==> config.mk <==
export PLATFORM = sky130hd
export DESIGN_NAME = hsc_ctrl
export DESIGN_NICKNAME = d
export VERILOG_FILES = /design/src/rtl/core/hsc_pkg.sv /design/src/rtl/core/hsc_ctrl.sv
export SDC_FILE = /design/constraint.sdc
export NUM_CORES = 1
export LEC_CHECK = 0
export ABC_AREA = 1
export BUFFER_PORTS_ARGS = -buffer_cell sky130_fd_sc_hd__buf_2
export CAP_MARGIN = 15
export CORE_MARGIN = 3
export CORE_UTILIZATION = 50
export CTS_CLUSTER_DIAMETER = 100
export CTS_CLUSTER_SIZE = 10
export DETAILED_ROUTE_END_ITERATION = 10
export PLACE_DENSITY = 0.76
export SLEW_MARGIN = 30
export SYNTH_ARGS = -nofsm -noshare
export SYNTH_HDL_FRONTEND = slang
export SYNTH_SLANG_ARGS = --single-unit
==> constraint.sdc <==
create_clock -name clk -period 4.9 [get_ports clk]
set_input_delay 1.47 -clock clk [delete_from_list [all_inputs] [get_ports clk]]
set_output_delay 1.47 -clock clk [all_outputs]
set_load 0.03 [all_outputs]
==> src/rtl/core/hsc_pkg.sv <==
// Shared constants, types and codes for the five-point heat stencil core.
`default_nettype none

package hsc_pkg;

    // Sizing of the grid and of the values.
    localparam int MAX_WIDTH     = 1024;
    localparam int VALUE_BITS    = 48;
    localparam int LINE_DEPTH    = MAX_WIDTH + 2;
    localparam int COL_BITS      = $clog2(LINE_DEPTH);
    localparam int WIDTH_BITS    = 11;
    localparam int HEIGHT_BITS   = 13;
    localparam int HEIGHT_LIMIT  = 4096;
    localparam int HEAT_BITS     = 64;
    localparam int SUM_BITS      = VALUE_BITS + 2;
    localparam int ENTRY_BITS    = 3 * VALUE_BITS;

    // Configuration port.
    localparam int CFG_DATA_BITS  = 13;
    localparam int CFG_INDEX_BITS = 1;
    localparam logic [CFG_INDEX_BITS-1:0] REG_BLOCK_WIDTH  = 1'd0;
    localparam logic [CFG_INDEX_BITS-1:0] REG_BLOCK_HEIGHT = 1'd1;

    // Reset values of the configuration registers.
    localparam logic [WIDTH_BITS-1:0]  WIDTH_RESET  = 11'd1024;
    localparam logic [HEIGHT_BITS-1:0] HEIGHT_RESET = 13'd1024;

    typedef logic [VALUE_BITS-1:0] value_t;
    typedef logic [COL_BITS-1:0]   col_t;

    // Position decode of one accepted word, from the sequencer to the datapath.
    typedef struct packed {
        col_t col;
        logic interior;
        logic last;
        logic restart;
    } pos_t;

endpackage

`default_nettype wire

==> src/rtl/core/hsc_ctrl.sv <==
// Configuration registers and raster position sequencer of the stencil core.
`default_nettype none

module hsc_ctrl (
    input  wire logic                                  clk,
    input  wire logic                                  rst_n,
    input  wire logic                                  cfg_we,
    input  wire logic [hsc_pkg::CFG_INDEX_BITS-1:0]    cfg_index,
    input  wire logic [hsc_pkg::CFG_DATA_BITS-1:0]     cfg_data,
    input  wire logic                                  accept,
    output hsc_pkg::pos_t                              pos
);

    logic [hsc_pkg::WIDTH_BITS-1:0]  width_reg;
    logic [hsc_pkg::HEIGHT_BITS-1:0] height_reg;
    hsc_pkg::col_t                   col_reg;
    hsc_pkg::col_t                   col_next;
    logic [hsc_pkg::HEIGHT_BITS-1:0] row_reg;
    logic [hsc_pkg::HEIGHT_BITS-1:0] row_next;
    hsc_pkg::col_t                   w_eff;
    logic [hsc_pkg::HEIGHT_BITS-1:0] h_eff;
    logic [hsc_pkg::HEIGHT_BITS-1:0] h_last;
    logic                            row_end;

    // Configuration writes; data is truncated to the register width.
    always_ff @(posedge clk or negedge rst_n)
    begin
        if (!rst_n)
        begin
            width_reg  <= hsc_pkg::WIDTH_RESET;
            height_reg <= hsc_pkg::HEIGHT_RESET;
        end
        else if (cfg_we)
        begin
            case (cfg_index)
                hsc_pkg::REG_BLOCK_WIDTH:  width_reg  <= cfg_data[hsc_pkg::WIDTH_BITS-1:0];
                hsc_pkg::REG_BLOCK_HEIGHT: height_reg <= cfg_data[hsc_pkg::HEIGHT_BITS-1:0];
                default: ;
            endcase
        end
    end

    // Clamp the block size into its legal range.
    always_comb
    begin
        if (width_reg == '0)
        begin
            w_eff = hsc_pkg::COL_BITS'(1);
        end
        else if (32'(width_reg) > hsc_pkg::MAX_WIDTH)
        begin
            w_eff = hsc_pkg::COL_BITS'(hsc_pkg::MAX_WIDTH);
        end
        else
        begin
            w_eff = hsc_pkg::COL_BITS'(width_reg);
        end

        if (height_reg == '0)
        begin
            h_eff = hsc_pkg::HEIGHT_BITS'(1);
        end
        else if (32'(height_reg) > hsc_pkg::HEIGHT_LIMIT)
        begin
            h_eff = hsc_pkg::HEIGHT_BITS'(hsc_pkg::HEIGHT_LIMIT);
        end
        else
        begin
            h_eff = height_reg;
        end
        h_last = h_eff + hsc_pkg::HEIGHT_BITS'(1);
    end

    // Decode the current position: a word here completes the stencil of the
    // point one row up when it lies below the top halo and inside the columns.
    always_comb
    begin
        row_end      = ({1'b0, col_reg} >= ({1'b0, w_eff} + (hsc_pkg::COL_BITS+1)'(1)));
        pos.col      = col_reg;
        pos.interior = (row_reg >= hsc_pkg::HEIGHT_BITS'(2)) && (row_reg <= h_last) &&
                       (col_reg != '0) && (col_reg <= w_eff);
        pos.last     = (row_reg == h_last) && (col_reg == w_eff);
        pos.restart  = (row_reg == hsc_pkg::HEIGHT_BITS'(2)) &&
                       (col_reg == hsc_pkg::COL_BITS'(1));

        if (row_end)
        begin
            col_next = '0;
            row_next = (row_reg >= h_last) ? '0 : row_reg + hsc_pkg::HEIGHT_BITS'(1);
        end
        else
        begin
            col_next = col_reg + hsc_pkg::COL_BITS'(1);
            row_next = row_reg;
        end
    end

    // Raster counters advance once per accepted word.
    always_ff @(posedge clk or negedge rst_n)
    begin
        if (!rst_n)
        begin
            col_reg <= '0;
            row_reg <= '0;
        end
        else if (accept)
        begin
            col_reg <= col_next;
            row_reg <= row_next;
        end
    end

`ifndef ASSERT_OFF
    // The column counter always addresses a line buffer entry.
    assert property (@(posedge clk) disable iff (!rst_n)
        32'(col_reg) < hsc_pkg::LINE_DEPTH)
        else $error("column counter beyond line buffer depth");

    // The row counter never passes the bottom halo of the tallest frame.
    assert property (@(posedge clk) disable iff (!rst_n)
        32'(row_reg) <= hsc_pkg::HEIGHT_LIMIT + 1)
        else $error("row counter beyond the tallest frame");

    // The final point of a frame is always an interior point.
    assert property (@(posedge clk) disable iff (!rst_n)
        pos.last |-> pos.interior)
        else $error("last point flagged outside the interior");
`endif

endmodule

`default_nettype wire

# After elaboration in Yosys (flattened, before gate mapping)
# Cells that the tools add are included.
[totals] ff_bits=48 in_bits=18 output_inout_bits=14 wordCells=37
[classes] n_addsub=4 order_cmp=7 eq_ne=4 n_mux=6 n_bitwise=1 reduce_logical=11
[ops] op="two-way mux 13 bit" count=3
[ops] op="two-way mux 11 bit" count=3
[ops] op="adder 13 x 1 -> 13 bit (second input constant)" count=2
[ops] op="== test 13 bit" count=1
[ops] op="== test 13 x 2 -> 1 bit (second input constant)" count=1
[ops] op=">= comparator 13 bit" count=1
[ops] op=">= comparator 13 x 2 -> 1 bit (second input constant)" count=1
[ops] op="greater-than comparator 13 bit (second input constant)" count=1
[ops] op="<= comparator 13 bit" count=1
[ops] op="logical NOT 13 bit" count=1
[ops] op="adder 11 x 1 -> 12 bit (second input constant)" count=1
[ops] op=">= comparator 11 x 12 -> 1 bit" count=1
[ops] op="adder 11 x 1 -> 11 bit (second input constant)" count=1
[ops] op="== test 11 x 1 -> 1 bit (second input constant)" count=1
[ops] op="== test 11 bit" count=1
[ops] op="greater-than comparator 11 bit (second input constant)" count=1
[ops] op="<= comparator 11 bit" count=1
[ops] op="logical NOT 11 bit" count=1
[ops] op="nonzero test 11 bit" count=1
[ops] op="AND reduction 2 bit" count=3
[ops] op="logical AND 1 bit" count=5
[ops] op="inverter 1 bit" count=1

# Logic depth before layout (Yosys ltp)
# Gate-level depths: netlist of run 1.
[logic_depth] depth_word=8 ltp_mapped=25 mapped_depth_nobuf=24

# Worst setup path before layout of run 1
# Ideal clock, no wire load.
[synth_timing] path_kind="reg2out" start="register height_reg[2] in the netlist's numbering" end="output port pos[2] in the netlist's numbering" t_arrival_ps=2969 required_ps=3430 setup_slack_ps=461 stages_incl_launch_ff=21 n_path_buf=1 cell_sequence="dfrtp_1 > nor2_1 > nand2_1 > nor2_2 > nand2_1 > nand2_2 > buf_6 > inv_2 > nor2_1 > ha_1 > nand4_1 > o21ai_0 > nand2_1 > ha_1 > a21oi_1 > o21ai_0 > a21oi_1 > nand2_1 > nand2_1 > nand3_1 > nor2_1"
[synth_lines] element="from (decl)" line_no="hsc_ctrl.sv:15" rtl="logic [hsc_pkg::HEIGHT_BITS-1:0] height_reg;"
[synth_lines] element="from (signal assigned)" line_no="hsc_ctrl.sv:31" rtl="height_reg <= hsc_pkg::HEIGHT_RESET;"
[synth_lines] element="from (signal assigned)" line_no="hsc_ctrl.sv:37" rtl="hsc_pkg::REG_BLOCK_HEIGHT: height_reg <= cfg_data[hsc_pkg::HEIGHT_BITS-1:0];"
[synth_lines] element="to (decl)" line_no="hsc_ctrl.sv:11" rtl="output hsc_pkg::pos_t pos"

==> flow_summary.toml, run 1 <==
[outcome]
status = "finished clean"

[clocking]
cts_sinks = 48
root_buffer = "clkbuf_8"
cts_htree_levels = 2
cts_made_buffers = 5
cts_tree = "yes"
clk_pin_slew_ns = 0.09
clkLatencyLatePin_ns = 0.31
clockBufferDepth = 2

[logic_synthesis]
syn_area_per_cell_um2 = 6.95
synth_top_area_share_pct = 29.2
synth-seq-cells = 48
yosysSeqAreaShare_pct = 30.6
synth_nets = 627
synth_commonest_cells = "144 x nand2_1, 75 x inv_1, 67 x nor2_1"
yosysTopAreaCell = "dfrtp_1"
ys.flop_type = "dfrtp_1"
async_reset_ff_share_pct = 100
yosys.area_share.adder_pct = 13.3
synth_edf_count = 0
synth-xor-area-share_pct = 5.11
synth-simple-area-share_pct = 33.7
synth_compound_area_share_pct = 8.35
post-synth-top-count-cell = "nand2_1"
synth_area_um2 = 3940
synth_area_leaders = "dfrtp_1 29%, nand2_1 14%, ha_1 13%"
syn_inst = 567
synth.distinct_cells = 32
synth.area.mux_share_pct = 0
synth_warnings = 0
synth_top_family_by_area = "simple AND/OR/NAND/NOR gates"

[power_and_ir_drop]
p_per_area_nw_per_um2 = 366
p_leak_nw = 2.34
p_seq_share_pct = 36.0
p_int_mw = 0.869
clkPwrFrac_pct = 15.4
combPwrFrac_pct = 48.6
netSwitchingPower_mw = 0.755
p_sw_share_pct = 46.5
irDropWorstVdd_v = 0.000195

[placement]
io_buffers = 31
dp_slack_ns = 0.380
gp_congestion = 0.862
hpwlAfterDp_um = 6910

[global_routing]
grt_pass1_vias = 3467
use_met2_pct = 36.5
grt_max_degree = 49
overflow = 0
grt_pass1_wl_um = 15400
grt_antenna_before_repair = 0
use_met1_pct = 28.6
gr-usage-met3_pct = 2.95
grt_usage_pct = 21.3
gr-max-usage-layer = "met2"

[sta]
setup_slack_ns = 0.219
fmax_mhz = 214
hold_violations = 0
min_period_ns = 4.68
period_share_pct = 95.5
max_slew_margin_pct = 53.1
worstMarginPinSlew_ns = 0.702
skew_ns = 0.0101
holdWs_ns = 0.512
setup_viol = 0
drv_slew = 0

[floorplanning]
rows = 31
io_pins = 32
die_area_um2 = 8980
core_area_um2 = 7450
die_width_um = 94.8
die_y_um = 94.8
start_util_pct = 52.9

[route]
num_vias = 3766
dr.pass1.iters = 5
wl_per_cell_um = 13.1
wl_um = 9330
drc = 0
viasPerCell = 5.30
drt_iter0_markers = 154
drtAntennaViolNets = 0

[worst_setup_path]
r2r-start = "width_reg[5]"
r2r_setup_slack_ns = 0.85
start_kind = "register"
reg2reg_to = "col_reg[9]"
crit_fanout = 4
crit_arrival_ns = 3.21
cp_data_required_time_ns = 3.43
reg2reg_depth = 19
end_kind = "output pin"
crit_type = "register to output pin"

[worst_hold_path]
hold_path_class = "register to register"
min_from = "height_reg[10]"
hold_end = "height_reg[10]"
worstHoldPathCells = 2

[finish]
fillCellCount = 709
final_util_pct = 59.6
n_antenna_cell = 0
nets = 671
drive_gt1_share_pct = 14.2
syn2layout_area_growth_pct = 12.6

[job]
max_cap_viol_count = 0
==> kinds of logic after synthesis <==
group / count (synthesis)
AND/OR/NAND/NOR: 305
buffers and inverters: 87
AO/OA/AOI/OAI: 62
flip-flops: 48
adder cells (fa/ha/maj): 42
XOR/XNOR: 23
==> timing repair <==
action,CTS,global route
buffers inserted,0,16
hold buffers,0,0
gates resized for setup,0,22
setup endpoints to repair,0,2
==> cells in the final DEF (no fill, tap or decap), types with 2 or more instances in the layout <==
master / Yosys / final
a21oi_2: 0 / 4
xor2_1: 19 / 19
nand4_1: 17 / 17
and3_1: 2 / 2
clkbuf_8: 0 / 6
ha_4: 0 / 2
dfstp_2: 2 / 2
ha_1: 42 / 40
nand3b_1: 3 / 3
nand4_2: 2 / 2
xnor2_1: 4 / 4
buf_4: 1 / 19
nand2_2: 4 / 5
nand2_1: 144 / 143
dfrtp_1: 46 / 42
nor2_2: 6 / 8
nor2_1: 67 / 64
clkbuf_1: 4 / 2
inv_2: 1 / 2
nand3_1: 43 / 43
o21ai_1: 1 / 4
buf_2: 4 / 29
o21ai_0: 39 / 36
dfrtp_2: 0 / 4
nor3_1: 14 / 14
a21oi_1: 17 / 13
inv_1: 75 / 74
==> stage by stage <==
step	TNS, ns	total power, mW	instances	area [µm²]
after floorplan	0	1.14	567	3940
after global placement	0	1.31	687	4160
after detailed placement	0	1.34	687	4160
after CTS	0	1.58	695	4250
after global routing	-0.0616	1.77	711	4440
final	0	1.62	711	4440
==> per-layer routing <==
| layer | vias up | part of all wire, % |
|---|---|---|
| met2 | 95 | 48 |
| met1 | 1732 | 45 |
| met4 | 0 | 1.4 |
| met5 | - | 0 |
| met3 | 14 | 5.0 |
| li1 | 1925 | - |
==> worst max-delay path by stage <==
stage,startpoint,endpoint,slack [ns],cells past startpoint
2_1_floorplan,height_reg[2],pos[2],0.46,20
3_3_place_gp,height_reg[2],pos[2],0.49,20
3_5_place_dp,height_reg[2],pos[2],0.38,20
4_1_cts,height_reg[2],pos[2],0.02,20
5_1_grt,height_reg[7],pos[2],-0.06,20
6_report,height_reg[0],pos[2],0.22,20
==> power by group through the flow <==
stage               registers (mW)  logic [mW]  clock network, mW
floorplan                    0.615       0.521                  0
global placement             0.586       0.723                  0
detailed placement           0.592       0.746                  0
CTS                          0.584       0.751              0.249
global route                 0.600       0.907              0.261
finish                       0.585       0.790              0.250
==> worst max-delay path, cell delays in order (launching register included) <==
cell and delay (ns):
dfrtp_1 0.42, nor2_2 0.13, nand2_1 0.06, nor2_2 0.13, nand2_1 0.08, nand2_2 0.10, inv_2 0.07, nor2_4 0.09
ha_4 0.14, nand4_1 0.21, o21ai_1 0.19, nand2_1 0.08, ha_1 0.30, a21oi_2 0.13, o21ai_0 0.11, a21oi_2 0.18
nand2_1 0.06, nand2_1 0.08, nand3_1 0.07, nor2_1 0.09, buf_4 0.16
==> area by class of cell <==
| cell class | count | area [µm²] | share of cell area [%] |
|---|---|---|---|
| clock buffers | 8 | 90.1 | 2.03 |
| inverters | 76 | 285 | 6.43 |
| multi-input cells | 432 | 2440 | 55.0 |
| flip-flops and latches | 48 | 1210 | 27.2 |
| well taps | 99 | 124 | 2.79 |
| repair buffers | 48 | 288 | 6.49 |
Note: power is estimated with default switching activity, not from simulation.
==> run 2, diff against run 1 <==
- CORE_MARGIN: 3 -> 5
- SLEW_MARGIN: 30 -> 20
==> run 2 against run 1 <==
Compared with the run above:
- worst hold slack worse by 0.00074 ns
- non-clock buffer count is 3 higher
- register-to-register slack about the same
- fmax decreased by 2.3%
- worst setup slack worse by 0.11 ns
- utilization decreased by 1.4 points
- via count hardly changed
- sequential cell count is the same
- sequential power shrank 0.7%
- design area is 0.87% higher
- final cell count is 0.84% higher
- highest routed layer unchanged
==> flow_summary.toml, run 2 (synthesis results as in run 1) <==
[outcome]
status = "finished clean"

[global_routing]
overflow = 0
grt_max_degree = 49
grt_pass1_wl_um = 15500
grt_usage_pct = 18.9
grt_pass1_vias = 3466
grt_antenna_before_repair = 0

[worst_setup_path]
crit_fanout = 5
end_kind = "output pin"
start_kind = "register"
reg2reg_depth = 20
crit_arrival_ns = 3.32
cp_data_required_time_ns = 3.43
crit_type = "register to output pin"

[route]
dr.pass1.iters = 4
num_vias = 3765
viasPerCell = 5.25
wl_um = 9340
wl_met1_um = 4330
drc = 0
drt_iter0_markers = 136
wl_per_cell_um = 13.0
dr_wl_met2_um = 4530
topRoutingLayerUsed = "met4"
drtAntennaViolNets = 0
met3_length_um = 383

[sta]
min_period_ns = 4.79
drv_slew = 0
fin_tns_setup_ns = 0
period_share_pct = 97.7
max_slew_margin_pct = 54.0
worstMarginPinSlew_ns = 0.689
hold_violations = 0
setup_slack_ns = 0.111
setup_viol = 0
skew_ns = 0.00852
fmax_mhz = 209

[finish]
final_util_pct = 58.2
syn2layout_area_growth_pct = 13.6
fillCellCount = 750
stdcell_area_um2 = 4470
final_cell_mix = "141 x nand2_1, 74 x inv_1, 65 x nor2_1, 44 x dfrtp_1, 43 x nand3_1"
n_antenna_cell = 0
nets = 674
final_common_cell = "nand2_1"
drive_gt1_share_pct = 14.6

[clocking]
cts_tree = "yes"
cts_sinks = 48
clockBufferDepth = 2
clkLatencyLatePin_ns = 0.30
clk_pin_slew_ns = 0.09
ctsHoldBuffers = 0
root_buffer = "clkbuf_8"
cts_made_buffers = 5
cts_htree_levels = 2

[floorplanning]
die_area_um2 = 9750
die_width_um = 98.8
start_util_pct = 51.2
die_y_um = 98.8
io_pins = 32
rows = 32
core_area_um2 = 7690

[power_and_ir_drop]
p_per_area_nw_per_um2 = 363
finalPower_mw = 1.62
combPwrFrac_pct = 49.2
irDropWorstVdd_v = 0.000171
p_leak_nw = 2.37
p_int_mw = 0.874
clkPwrFrac_pct = 15.0
netSwitchingPower_mw = 0.750
p_seq_share_pct = 35.8
p_sw_share_pct = 46.2

[placement]
gp_congestion = 0.939
dp_slack_ns = 0.327
io_buffers = 31
hpwlAfterDp_um = 7040
dpl_cell_area_um2 = 4160

[worst_hold_path]
worstHoldPathCells = 2
hold_path_class = "register to register"

[job]
max_cap_viol_count = 0
-- run 2: cell count changes in the layout (fill, tap and decap cells not counted), sizes merged --
cell	delta
buf	+3
-- run 2: repair_timing --
item                                    CTS  global route
gates resized for setup                   1            21
endpoints found under the setup margin    1             2
setup buffers                             0            19
pin swaps                                 0             9
-- run 2: final cells by class --
cell class | instances | area [µm²] | area share (%)
multi-input cells | 432 | 2450 | 54.9
flip-flops and latches | 48 | 1210 | 27.0
repair buffers | 51 | 310 | 6.94
inverters | 76 | 285 | 6.38
well taps | 102 | 128 | 2.85
clock buffers | 8 | 90.1 | 2.01
-- run 2: per-stage QoR --
step / hold WS, ns / instances
after floorplan: 0.477 / 567
after global placement: 0.494 / 690
after detailed placement: 0.503 / 690
after CTS: 0.518 / 698
after global routing: 0.529 / 717
final: 0.511 / 717
-- run 2: critical path, cell delays in order, from the launching register on --
cell     delay [ns]
dfrtp_1        0.43
nor2_1         0.13
nand2_1        0.07
nor2_2         0.15
nand2_2        0.09
nand2_4        0.09
inv_2          0.07
nor2_4         0.10
ha_4           0.16
nand4_1        0.17
nor2_1         0.21
a21oi_1        0.09
ha_1           0.32
a21oi_2        0.14
o21ai_0        0.11
a21oi_2        0.15
nand2_1        0.07
nand2_1        0.09
nand3_1        0.07
nor2_1         0.12
buf_4          0.17
-- run 2: final timing paths --
kind,start,endpoint,slack [ns]
setup / recovery,height_reg[7],pos[2],0.11
hold / removal,height_reg[10],height_reg[10],0.51
setup reg to reg,width_reg[2],row_reg[2],0.84
hold reg to reg,height_reg[10],height_reg[10],0.51
max in group asynchronous,rst_n,height_reg[3],3.29
min in group asynchronous,rst_n,height_reg[11],1.17
-- run 2: power by group through the flow --
stage          registers (mW)  logic [mW]  clock network, mW
4_1_cts                 0.584       0.755              0.252
3_5_place_dp            0.591       0.751                  0
2_1_floorplan           0.615       0.521                  0
5_1_grt                 0.596       0.911              0.266
6_report                0.581       0.798              0.244
3_3_place_gp            0.585       0.723                  0
-- run 2: routing by layer --
layer | vias to the layer above | global-route usage (%)
met2 | 91 | 31.4
met3 | 10 | 3.33
met1 | 1730 | 26.1
met5 | - | 0
met4 | 0 | 3.47
li1 | 1934 | -
